$ cat src/sv/tma_pkg.sv
package tma_pkg;

    // Block sizing
    localparam int WINDOW   = 7;
    localparam int CHANNELS = 3;

    // Field widths
    localparam int SAMPLE_W = 16;
    localparam int CH_W     = 2;
    localparam int FILT_W   = 20;
    localparam int LIMIT_W  = 16;

    localparam logic [LIMIT_W-1:0] LIMIT_RST = 16'd16400;

    // Window store geometry
    localparam int DEPTH  = CHANNELS * WINDOW;
    localparam int PTR_W  = $clog2(WINDOW);
    localparam int ADDR_W = $clog2(DEPTH);

    // Arithmetic widths
    localparam int SUM_W   = SAMPLE_W + $clog2(WINDOW) + 1;
    localparam int CMP_W   = SUM_W + 1;
    localparam int Q_W     = SUM_W + 4;
    localparam int DIVISOR = WINDOW - 2;

    // Reciprocal of the divisor, scaled by 2^RS
    localparam int RS      = 32;
    localparam int RECIP_W = RS + 1;
    localparam logic [RECIP_W-1:0] RECIP = RECIP_W'((64'd1 << RS) / 64'(DIVISOR));
    localparam int PROD_W  = Q_W + RECIP_W;

    typedef enum logic [2:0] {
        S_IDLE,
        S_SCAN,
        S_DRAIN,
        S_TRIM,
        S_MAG,
        S_MUL,
        S_CORR,
        S_DONE
    } t_state;

endpackage

$ cat src/sv/trimmed_moving_average.sv
// Trimmed moving average over per-channel sample windows. Each input word carries one
// signed 16-bit sample and its channel; the sample replaces the oldest entry of that
// channel's WINDOW-deep ring in a simple dual-port window memory, after which the ring is
// read back one entry per cycle to form the sum, maximum and minimum. The trimmed sum
// (sum less max and min) is divided by WINDOW-2 via a reciprocal multiply and one
// correction step, giving the mean with 4 fraction bits, truncated toward zero. If the
// mean's magnitude exceeds rate_limit the channel's previous result is repeated with the
// held flag set. After acceptance an item runs through the sequential scan of the window
// memory, then the drain, trim, limit check, multiply, correction and output states; the
// output state waits while the output register still holds an unread result, and the
// block then returns to idle, where it takes the next word. Items are taken one at a
// time, and the next item is accepted while a finished result waits on the output.
// Channel values of CHANNELS or above are dropped without a result. rate_limit is
// written through i_cfg_we / i_cfg_wdata; the user must write it only while the block is
// idle, and the block itself does not enforce this.
module trimmed_moving_average (
    input  logic                          i_clk,
    input  logic                          i_rst_n,
    // Configuration
    input  logic                          i_cfg_we,
    input  logic [tma_pkg::LIMIT_W-1:0]   i_cfg_wdata,    // rate_limit
    // Input stream
    input  logic                          s_axis_tvalid,
    output logic                          s_axis_tready,
    input  logic [15:0]                   s_axis_tdata,   // [15:0] sample
    input  logic [1:0]                    s_axis_tuser,   // [1:0] channel
    // Output stream
    output logic                          m_axis_tvalid,
    input  logic                          m_axis_tready,
    output logic [23:0]                   m_axis_tdata,   // [19:0] filtered, [23:20] zero
    output logic [2:0]                    m_axis_tuser    // [1:0] out_channel, [2] held
);

    tma_pkg::t_state r_state, n_state;

    // Configuration register
    logic [tma_pkg::LIMIT_W-1:0] r_limit;

    // Window memory and per-entry valid bits
    logic signed [tma_pkg::SAMPLE_W-1:0] r_mem [tma_pkg::DEPTH];
    logic [tma_pkg::DEPTH-1:0]           r_vld;
    logic signed [tma_pkg::SAMPLE_W-1:0] r_rd_data;
    logic                                r_rd_vld;
    logic                                r_rd_pend;

    // Per-channel ring pointers and last results
    logic [tma_pkg::PTR_W-1:0]           r_ptr  [tma_pkg::CHANNELS];
    logic signed [tma_pkg::FILT_W-1:0]   r_last [tma_pkg::CHANNELS];

    // Item context
    logic [tma_pkg::CH_W-1:0]            r_ch;
    logic [tma_pkg::PTR_W-1:0]           r_wslot;
    logic [tma_pkg::ADDR_W-1:0]          r_base;
    logic [tma_pkg::PTR_W-1:0]           r_idx;

    // Datapath registers
    logic signed [tma_pkg::SUM_W-1:0]    r_sum;
    logic signed [tma_pkg::SAMPLE_W-1:0] r_max;
    logic signed [tma_pkg::SAMPLE_W-1:0] r_min;
    logic signed [tma_pkg::SUM_W-1:0]    r_trim;
    logic [tma_pkg::Q_W-1:0]             r_mag16;
    logic                                r_neg;
    logic                                r_hold;
    logic [tma_pkg::PROD_W-1:0]          r_prod;
    logic [tma_pkg::Q_W-1:0]             r_q;

    // Output register
    logic                                r_m_valid;
    logic signed [tma_pkg::FILT_W-1:0]   r_m_filt;
    logic [tma_pkg::CH_W-1:0]            r_m_ch;
    logic                                r_m_held;

    // Combinational
    logic                                w_ch_ok;
    logic                                w_accept;
    logic                                w_scan;
    logic                                w_out_free;
    logic                                w_done;
    logic [tma_pkg::ADDR_W-1:0]          w_wr_addr;
    logic [tma_pkg::ADDR_W-1:0]          w_rd_addr;
    logic signed [tma_pkg::SAMPLE_W-1:0] w_sample;
    logic signed [tma_pkg::SAMPLE_W-1:0] w_rd_sample;
    logic [tma_pkg::SUM_W-1:0]           w_mag;
    logic [tma_pkg::Q_W-1:0]             w_q0;
    logic [tma_pkg::Q_W-1:0]             w_qd;
    logic [tma_pkg::Q_W-1:0]             w_rem;
    logic [tma_pkg::Q_W-1:0]             w_res;
    logic signed [tma_pkg::FILT_W-1:0]   w_filt;

    assign w_sample    = s_axis_tdata;
    assign w_ch_ok     = 32'(s_axis_tuser) < tma_pkg::CHANNELS;
    assign w_out_free  = !r_m_valid || m_axis_tready;
    assign w_wr_addr   = tma_pkg::ADDR_W'(32'(s_axis_tuser) * tma_pkg::WINDOW
                                          + 32'(r_ptr[s_axis_tuser]));
    assign w_rd_addr   = r_base + tma_pkg::ADDR_W'(r_idx);
    assign w_rd_sample = r_rd_vld ? r_rd_data : '0;

    // Next state
    always_comb begin
        n_state = r_state;
        case (r_state)
            tma_pkg::S_IDLE: begin
                if (s_axis_tvalid && w_ch_ok) n_state = tma_pkg::S_SCAN;
            end
            tma_pkg::S_SCAN: begin
                if (32'(r_idx) == tma_pkg::WINDOW - 1) n_state = tma_pkg::S_DRAIN;
            end
            tma_pkg::S_DRAIN: n_state = tma_pkg::S_TRIM;
            tma_pkg::S_TRIM:  n_state = tma_pkg::S_MAG;
            tma_pkg::S_MAG:   n_state = tma_pkg::S_MUL;
            tma_pkg::S_MUL:   n_state = tma_pkg::S_CORR;
            tma_pkg::S_CORR:  n_state = tma_pkg::S_DONE;
            tma_pkg::S_DONE: begin
                if (w_out_free) n_state = tma_pkg::S_IDLE;
            end
            default: n_state = tma_pkg::S_IDLE;
        endcase
    end

    // State decodes
    always_comb begin
        s_axis_tready = 1'b0;
        w_scan        = 1'b0;
        w_done        = 1'b0;
        case (r_state)
            tma_pkg::S_IDLE: s_axis_tready = 1'b1;
            tma_pkg::S_SCAN: w_scan        = 1'b1;
            tma_pkg::S_DONE: w_done        = w_out_free;
            default: ;
        endcase
    end

    assign w_accept = s_axis_tvalid && s_axis_tready && w_ch_ok;

    always_ff @(posedge i_clk) begin
        if (!i_rst_n) r_state <= tma_pkg::S_IDLE;
        else          r_state <= n_state;
    end

    // Configuration register
    always_ff @(posedge i_clk) begin
        if (!i_rst_n)      r_limit <= tma_pkg::LIMIT_RST;
        else if (i_cfg_we) r_limit <= i_cfg_wdata;
    end

    // Window memory: write new sample on accept, registered read during scan
    always_ff @(posedge i_clk) begin
        if (w_accept) r_mem[w_wr_addr] <= w_sample;
        r_rd_data <= r_mem[w_rd_addr];
    end

    // Valid bits, ring pointers and read tracking
    always_ff @(posedge i_clk) begin
        if (!i_rst_n) begin
            r_vld     <= '0;
            r_rd_vld  <= 1'b0;
            r_rd_pend <= 1'b0;
            for (int c = 0; c < tma_pkg::CHANNELS; c++) r_ptr[c] <= '0;
        end else begin
            r_rd_vld  <= r_vld[w_rd_addr];
            r_rd_pend <= w_scan && (r_idx != r_wslot);
            if (w_accept) begin
                r_vld[w_wr_addr] <= 1'b1;
                if (32'(r_ptr[s_axis_tuser]) == tma_pkg::WINDOW - 1)
                    r_ptr[s_axis_tuser] <= '0;
                else
                    r_ptr[s_axis_tuser] <= r_ptr[s_axis_tuser] + 1'b1;
            end
        end
    end

    // Item context and scan index
    always_ff @(posedge i_clk) begin
        if (w_accept) begin
            r_ch    <= s_axis_tuser;
            r_wslot <= r_ptr[s_axis_tuser];
            r_base  <= tma_pkg::ADDR_W'(32'(s_axis_tuser) * tma_pkg::WINDOW);
            r_idx   <= '0;
        end else if (w_scan) begin
            r_idx   <= r_idx + 1'b1;
        end
    end

    // Sum and extremes: seeded with the new sample, then the other window entries
    always_ff @(posedge i_clk) begin
        if (w_accept) begin
            r_sum <= tma_pkg::SUM_W'(w_sample);
            r_max <= w_sample;
            r_min <= w_sample;
        end else if (r_rd_pend) begin
            r_sum <= r_sum + tma_pkg::SUM_W'(w_rd_sample);
            if (w_rd_sample > r_max) r_max <= w_rd_sample;
            if (w_rd_sample < r_min) r_min <= w_rd_sample;
        end
    end

    // Trim, magnitude, limit check and division by WINDOW-2
    assign w_mag = r_trim[tma_pkg::SUM_W-1] ? tma_pkg::SUM_W'(-r_trim)
                                            : tma_pkg::SUM_W'(r_trim);
    assign w_q0  = r_prod[tma_pkg::RS +: tma_pkg::Q_W];
    assign w_qd  = w_q0 * tma_pkg::Q_W'(tma_pkg::DIVISOR);
    assign w_rem = r_mag16 - w_qd;
    assign w_res = r_neg ? -r_q : r_q;

    always_ff @(posedge i_clk) begin
        if (r_state == tma_pkg::S_TRIM)
            r_trim <= r_sum - tma_pkg::SUM_W'(r_max) - tma_pkg::SUM_W'(r_min);
        if (r_state == tma_pkg::S_MAG) begin
            r_mag16 <= {w_mag, 4'b0000};
            r_neg   <= r_trim[tma_pkg::SUM_W-1];
            r_hold  <= tma_pkg::CMP_W'(w_mag) >
                       tma_pkg::CMP_W'(r_limit) * tma_pkg::CMP_W'(tma_pkg::DIVISOR);
        end
        if (r_state == tma_pkg::S_MUL)
            r_prod <= tma_pkg::PROD_W'(r_mag16) * tma_pkg::PROD_W'(tma_pkg::RECIP);
        // estimate is at most one short
        if (r_state == tma_pkg::S_CORR)
            r_q <= (w_rem >= tma_pkg::Q_W'(tma_pkg::DIVISOR)) ? w_q0 + 1'b1 : w_q0;
    end

    assign w_filt = r_hold ? r_last[r_ch] : w_res[tma_pkg::FILT_W-1:0];

    // Last result per channel
    always_ff @(posedge i_clk) begin
        if (!i_rst_n) begin
            for (int c = 0; c < tma_pkg::CHANNELS; c++) r_last[c] <= '0;
        end else if (w_done && !r_hold) begin
            r_last[r_ch] <= w_filt;
        end
    end

    // Output register
    always_ff @(posedge i_clk) begin
        if (!i_rst_n)           r_m_valid <= 1'b0;
        else if (w_done)        r_m_valid <= 1'b1;
        else if (m_axis_tready) r_m_valid <= 1'b0;
    end

    always_ff @(posedge i_clk) begin
        if (w_done) begin
            r_m_filt <= w_filt;
            r_m_ch   <= r_ch;
            r_m_held <= r_hold;
        end
    end

    assign m_axis_tvalid = r_m_valid;
    assign m_axis_tdata  = {4'b0000, r_m_filt};
    assign m_axis_tuser  = {r_m_held, r_m_ch};

`ifndef SYNTHESIS
    // Ring pointer of the channel just taken stays inside the window
    a_ptr_range: assert property (@(posedge i_clk) disable iff (!i_rst_n)
        w_accept |=> 32'(r_ptr[r_ch]) < tma_pkg::WINDOW)
        else $error("ring pointer out of range");

    // An accepted word starts the window scan
    a_accept_scan: assert property (@(posedge i_clk) disable iff (!i_rst_n)
        w_accept |=> r_state == tma_pkg::S_SCAN)
        else $error("accepted word did not start a scan");

    // The output register is loaded only at the end of an item
    a_load_done: assert property (@(posedge i_clk) disable iff (!i_rst_n)
        $rose(m_axis_tvalid) |-> $past(r_state) == tma_pkg::S_DONE)
        else $error("result shown without a finished item");

    // A held result repeats the channel's stored value
    a_held_value: assert property (@(posedge i_clk) disable iff (!i_rst_n)
        (m_axis_tvalid && r_m_held) |-> r_m_filt == r_last[r_m_ch])
        else $error("held result differs from stored value");
`endif

endmodule

$ cat config.mk
export PLATFORM = sky130hd
export DESIGN_NAME = trimmed_moving_average
export DESIGN_NICKNAME = d
export VERILOG_FILES = /design/src/sv/tma_pkg.sv /design/src/sv/trimmed_moving_average.sv
export SDC_FILE = /design/constraint.sdc
export NUM_CORES = 1
export LEC_CHECK = 0
export BUFFER_PORTS_ARGS = -buffer_cell sky130_fd_sc_hd__buf_2
export CAP_MARGIN = 5
export CORE_ASPECT_RATIO = 1.4
export CORE_MARGIN = 3
export CORE_UTILIZATION = 65
export CTS_CLUSTER_SIZE = 20
export DETAILED_ROUTE_END_ITERATION = 6
export PLACE_DENSITY = 0.91
export SYNTH_ARGS = -nofsm -noshare
export SYNTH_HDL_FRONTEND = slang
export SYNTH_SLANG_ARGS = --single-unit
$ cat constraint.sdc
create_clock -name i_clk -period 15.6 [get_ports i_clk]
set_input_delay 1.56 -clock i_clk [delete_from_list [all_inputs] [get_ports i_clk]]
set_output_delay 1.56 -clock i_clk [all_outputs]
set_load 0.02 [all_outputs]
==> results.md, run 1 <==
- CTS Buf Count: 58
- # DRC: 0
- Area Growth Syn to Fin: 8.77%
- Placed Instances: 3570
- Number of fill cells: 3288
- Leak: 0.0163 uW
- Post-CTS Hold Fix Bufs: 0
- # IOs: 68
- Routed Antenna Nets: 0
- Seq. cell area: 0.0192 mm2
- Final setup TNS: 0 ps
- Post-CTS sizing: 0
- Leading area contributor after synthesis: edfxtp_1
- Type of the worst setup path: flop to flop
- TritonCTS clock tree: done
- Max-cap violations: 0
- Clk root buf: clkbuf_16
- DRT Wirelength: 94.9 mm
- Worst-path fanout max: 8
- Share of cells above drive strength 1: 11.4%
- Worst-Margin Slew: 1230 ps
- Skew final: 40.5 ps
- Avg Inst Size Synth: 13.3 um2
- Top sig layer: met4
- Count of state elements after synthesis: 660
- RSZ-0062 raised after global routing: no
- Number of enable flip-flop cells after synthesis: 596
- Largest net degree at the start of global routing: 55
- CP Launch Type: flop
- Minimum clock period: 7330 ps
- DP HPWL: 63.6 mm
- Rel. slew slack: 18.3%
- Status: finished clean
- Vias: 24000
- Max-slew violations: 0
- Global-route wire length before repair: 145 mm
- CTS H-tree lvls: 2
- Fin cells: 3682
- Placer Congestion: 0.942
- Fmax: 0.136 GHz
- Slowest cell on the critical path: fa_1
- Final Cycle Share: 47.0%
- DR WL met3: 6.06 mm
- CP Data Arrival Time: 7690 ps
- Metal-1 WL: 31.0 mm
- Max VDD drop: 0.198 mV
- Initial core utilization: 65.9%
- Critical Path Most Common Cell: inv_1
- Async set-reset flop share out of synthesis: 0%
- Area share of the largest cell type after synthesis: 48.0%
- Multi-input gate area: 0.0166 mm2
- Critical path required time: 15960 ps
- Synthesized area: 0.0373 mm2
- Sequential share of the synthesized area: 51.4%
- Critical Path Max Stage Delay: 590 ps
- Core region area: 0.0566 mm2
- Max Root-Sink Buffers: 3
- Die width: 208 um
- Netlist cell types: 73
- Drt initial violations: 2171
- Vias in the first global route: 25300
- Hold Vio Cnt, Final: 0
- Power per cell area: 167 mW/mm2
- WL per Instance: 25.8 um
- Final nets: 3404
- Final setup vio count: 0
- Worst path bufs/invs: 6
- Via density: 6.52
- Worst-path clk slew: 70 ps
- Crit. End Element: flop
- Yosys warns: 0
- Largest cells by area after synthesis: edfxtp_1 48%, ha_1 11%, mux4_2 7.5%
- Worst path top cell family by delay: adder cells
- Post-Syn Instances: 2804
- First drt pass iteration count: 6
- Number of placement rows: 103
- GRT overflow: 0
- Primary FF master, synth: edfxtp_1
- Setup bufs post-CTS: 0
- Full die area: 0.0603 mm2
- Initial antenna violation count: 2
- Clk_lat worst skew: 640 ps
- Die span in y: 289 um
- Hold Crit Class: flop to flop
- PortBufs: 63
- Metal2 WL: 51.2 mm
- Clk sink count: 660
- All-layer global routing usage: 31.4%
[synthesized netlist by cell type (4+ instances only)]
| cell type | number |
|---|---|
| edfxtp_1 | 596 |
| ha_1 | 333 |
| inv_1 | 331 |
| nor2_1 | 165 |
| nand2_1 | 163 |
| fa_1 | 137 |
| mux4_2 | 125 |
| a21oi_1 | 105 |
| o21ai_0 | 105 |
| xnor2_1 | 89 |
| dfxtp_1 | 64 |
| clkbuf_1 | 58 |
| xor2_1 | 50 |
| o21a_1 | 42 |
| a21o_1 | 37 |
| mux2i_1 | 36 |
| nor2b_1 | 34 |
| nand3_1 | 29 |
| nand2b_1 | 26 |
| nand4_1 | 26 |
| nor3_1 | 26 |
| and2_1 | 25 |
| o31ai_1 | 17 |
| or3_1 | 15 |
| a21boi_0 | 13 |
| and3_1 | 13 |
| a211oi_1 | 11 |
| o21bai_1 | 11 |
| o211ai_1 | 10 |
| buf_1 | 9 |
| nand3b_1 | 8 |
| nor4_1 | 8 |
| a31oi_1 | 6 |
| or4_1 | 6 |
| buf_4 | 5 |
| nor3b_1 | 4 |
| o311ai_0 | 4 |
| o41ai_1 | 4 |
| or2_2 | 4 |
[report_power, final]
| group | internal, uW | switching (uW) |
|---|---|---|
| registers | 2130 | 76.4 |
| logic | 1270 | 1790 |
| clock network | 851 | 655 |
| total | 4250 | 2520 |
[layer usage]
layer	track usage [%]	up-vias
met5	0	-
met4	18.4	0
met2	58.7	1340
met3	4.42	417
met1	33.9	11900
li1	-	10300
[worst reg2reg max path: stages (launching register included)]
cell       delay (ps)
edfxtp_1          440
inv_1              70
ha_1              280
inv_1              70
fa_1              580
inv_1              70
fa_1              590
inv_1              80
fa_1              590
fa_1              580
inv_1              60
fa_1              540
inv_1              50
ha_1              280
ha_1              400
a21oi_1           220
o21ai_0           160
nor2_1            150
o21a_1            170
a2bb2oi_1         240
nand2_1           150
a31oi_1           380
a211oi_1          230
or3_1             430
a21oi_1           190
xnor2_1            80
[worst paths after layout]
kind / slack, ps / cells past startpoint / endpoint / startpoint
worst max register to register: 8270 / 25 / r_prod[52]$_DFFE_PP_ / r_mag16[22]$_DFFE_PP_
worst min register to register: 490 / 1 / r_vld[9]$_SDFFE_PN0P_ / r_vld[9]$_SDFFE_PN0P_
worst max-delay path: 8270 / 25 / r_prod[52]$_DFFE_PP_ / r_mag16[22]$_DFFE_PP_
worst min-delay path: 490 / 1 / r_vld[9]$_SDFFE_PN0P_ / r_vld[9]$_SDFFE_PN0P_
[per-stage QoR]
step	power (uW)	area [um2]	utilization (%)	hold slack (ps)	setup WS, ps
global route	7130	40600	71.7	494	7890
global placement	5070	38600	68.2	439	8530
detailed placement	5220	38600	68.2	455	8350
floorplan	4360	37300	-	424	9140
finish	6770	40600	71.7	490	8270
CTS	6780	40600	71.7	487	8290
[cells in the final DEF, fill, tap and decap left out, types with 58 or more instances in the layout]
master	instances
mux4_2	125
xnor2_1	86
nor2_1	165
edfxtp_1	596
ha_1	332
o21ai_0	104
a21oi_1	105
clkbuf_16	58
inv_1	331
dfxtp_1	64
fa_1	136
nand2_1	163
buf_2	63
[cell families after synthesis]
group	after synthesis	share of synthesized area, %
AO/OA/AOI/OAI	397	6.76
XOR/XNOR	139	3.26
adder cells (fa/ha/maj)	470	18.5
buffers and inverters	407	4.17
flip-flops	660	51.4
multiplexers	161	8.51
other	1	0.0101
AND/OR/NAND/NOR	569	7.35
[registers in the layout (all words and copies together) (netlist names), 4 cells and up, named ones only]
name / cells
r_last: 80
r_q: 20
r_rd_data: 16
r_trim: 20
r_max: 16
r_vld: 21
r_base: 4
r_min: 16
r_ptr: 12
r_mem: 336
r_m_filt: 20
r_mag16: 20
r_prod: 22
r_sum: 20
r_limit: 16
[final cells by class]
cell class	count	area share, %
antenna	3	0.0185
clock buffer	72	3.78
clock inverter	37	1.11
inverter	332	3.07
multi-input combinational	1743	41.0
sequential	660	47.3
tap	735	2.27
timing repair buffer	100	1.46
(Power assumes the default switching activity.)
==> inputs of run 2 (changes only) <==
Settings changed: CORE_UTILIZATION 65 to 58, PLACE_DENSITY 0.91 to 0.86.
Clock period 15.6 ns to 6.5 ns, I/O delays scaled along.
==> results.md, run 2 (synthesized netlist as in run 1, its figures left out) <==
- Status: finished clean
- Full die area: 0.0674 mm2
- DRT Wirelength: 89.4 mm
- Drt initial violations: 1812
- Critical path required time: 6900 ps
- All-layer global routing usage: 26.7%
- Initial antenna violation count: 0
- Fin Hold WS: 223 ps
- Post-route cell area: 0.0419 mm2
- CP Launch Type: flop
- Minimum clock period: 6380 ps
- Biggest regs: r_mem x336, r_last x80, r_prod x22
- Global-route wire length before repair: 138 mm
- Power per cell area: 404 mW/mm2
- Hold Vio Cnt, Final: 0
- Hold Crit Class: input port to flop
- Die width: 220 um
- Leak: 0.0168 uW
- Area post-placement: 0.0393 mm2
- First drt pass iteration count: 6
- CTS H-tree lvls: 2
- Slowest cell on the critical path: fa_2
- Worst-path fanout max: 3
- Hold Path Cell Cnt: 3
- Flop2flop setup slack: 120 ps
- Max FFs per register: 336
- # DRC: 0
- WHS Endpoint: r_limit[4]$_SDFFE_PN1P_
- Final Cycle Share: 98.2%
- Fmax: 0.157 GHz
- Commonest non-fill, non-tap cell in the layout: edfxtp_1
- PortBufs: 63
- Max Root-Sink Buffers: 3
- Crit. End Element: flop
- FF-to-FF path depth: 23
- Largest net degree at the start of global routing: 61
- Clk root buf: clkbuf_16
- Total power draw: 16900 uW
- Skew final: 38.9 ps
- Max-cap violations: 0
- Critical path, cell by cell: ha_4, ha_1, or2_2, fa_2, fa_2, inv_2, fa_1, inv_2, fa_2, fa_2, ha_4, a21oi_2, o21ai_1, nor2_1, o21a_1, a2bb2oi_2, nand2_2, a31oi_1, buf_4, a211oi_4, or3_4, a21oi_2, xnor2_1
- Area Growth Syn to Fin: 12.3%
- CP Data Arrival Time: 6780 ps
- Share of cells above drive strength 1: 16.8%
- Post-CTS Hold Fix Bufs: 0
- Commonest cells after routing, fill and taps aside: 596 x edfxtp_1, 314 x ha_1, 312 x inv_1
- Vias: 23700
- Routed Antenna Nets: 0
- Max VDD drop: 0.381 mV
- Hold Crit Start: i_cfg_wdata[4]
- GRT overflow: 0
- DP HPWL: 63.1 mm
- Via density: 6.13
- Critical Path Most Common Cell: fa_2
- # IOs: 68
- Initial core utilization: 58.8%
- Critical Path Max Stage Delay: 610 ps
- RR Startpoint: r_mag16[19]$_DFFE_PP_
- Core region area: 0.0634 mm2
- Max-slew violations: 0
- TritonCTS clock tree: done
- Clk_lat worst skew: 650 ps
- Worst-path clk slew: 70 ps
- WL per Instance: 23.1 um
- Placer Congestion: 0.895
- Final setup TNS: 0 ps
- Endpoint of the worst register-to-register path: r_prod[52]$_DFFE_PP_
- Final Util: 66.0%
- Antenna diodes: 0
- Type of the worst setup path: flop to flop
- Final setup vio count: 0
- Vias in the first global route: 25500
- RSZ-0062 raised after global routing: yes
- Final nets: 3499
- Number of placement rows: 109
- Rel. slew slack: 13.0%
- Worst-Margin Slew: 1290 ps
- CTS Buf Count: 60
- Clk sink count: 660
- Largest Register: r_mem
- Die span in y: 306 um
run 2: worst max-delay path by stage:
stage,slack [ps],startpoint,end,cells past startpoint
after floorplan,40,r_mag16[22]$_DFFE_PP_,r_prod[52]$_DFFE_PP_,26
after global placement,-380,r_mag16[23]$_DFFE_PP_,r_prod[53]$_DFFE_PP_,27
after detailed placement,-510,r_mag16[23]$_DFFE_PP_,r_prod[53]$_DFFE_PP_,27
after CTS,7,r_mag16[7]$_DFFE_PP_,r_prod[53]$_DFFE_PP_,27
after global routing,-90,r_mag16[10]$_DFFE_PP_,r_prod[52]$_DFFE_PP_,25
final,120,r_mag16[19]$_DFFE_PP_,r_prod[52]$_DFFE_PP_,23
run 2: cell type report:
type	instances	area, um2
clock buffers	78	1670
clock inverters	36	422
fillers	4178	21500
inverters	332	1250
multi-input cells	1743	17000
flip-flops and latches	660	19200
well taps	832	1040
repair buffers	193	1310
run 2: per-layer routing:
| metal | vias up | part of all wire, % | GRT usage [%] |
|---|---|---|---|
| met2 | 1047 | 55 | 50.9 |
| li1 | 10500 | - | - |
| met4 | 0 | 6.9 | 15.2 |
| met5 | - | 0 | 0 |
| met1 | 11800 | 33 | 27.8 |
| met3 | 379 | 5.2 | 3.34 |
run 2: what timing repair did:
action / CTS / global route
pin swaps: 10 / 51
setup buffers: 0 / 11
resized for setup: 21 / 70
gates cloned: 0 / 0
setup endpoints to repair: 7 / 7
run 2: critical path, delay by kind of cell (launching register included):
family	cells	cell delay, ps
buffers and inverters	3	250
XOR/XNOR	1	80
adder cells (fa/ha/maj)	8	3410
flip-flops	1	490
AO/OA/AOI/OAI	7	970
AND/OR/NAND/NOR	4	930
run 2: report_power, final:
| group | switching (uW) | leakage, uW | internal, uW | total (uW) |
|---|---|---|---|---|
| Combinational | 4240 | 0.00975 | 3720 | 7960 |
| Sequential | 165 | 0.00603 | 5110 | 5270 |
| Clock | 1600 | 0.00102 | 2100 | 3700 |
run 2: per-stage QoR:
step                      instances  setup slack [ps]
after floorplan                2810              40.1
after global placement         3749              -384
after detailed placement       3749              -510
after CTS                      3863              7.47
after global routing           3874             -87.3
final                          3874               118
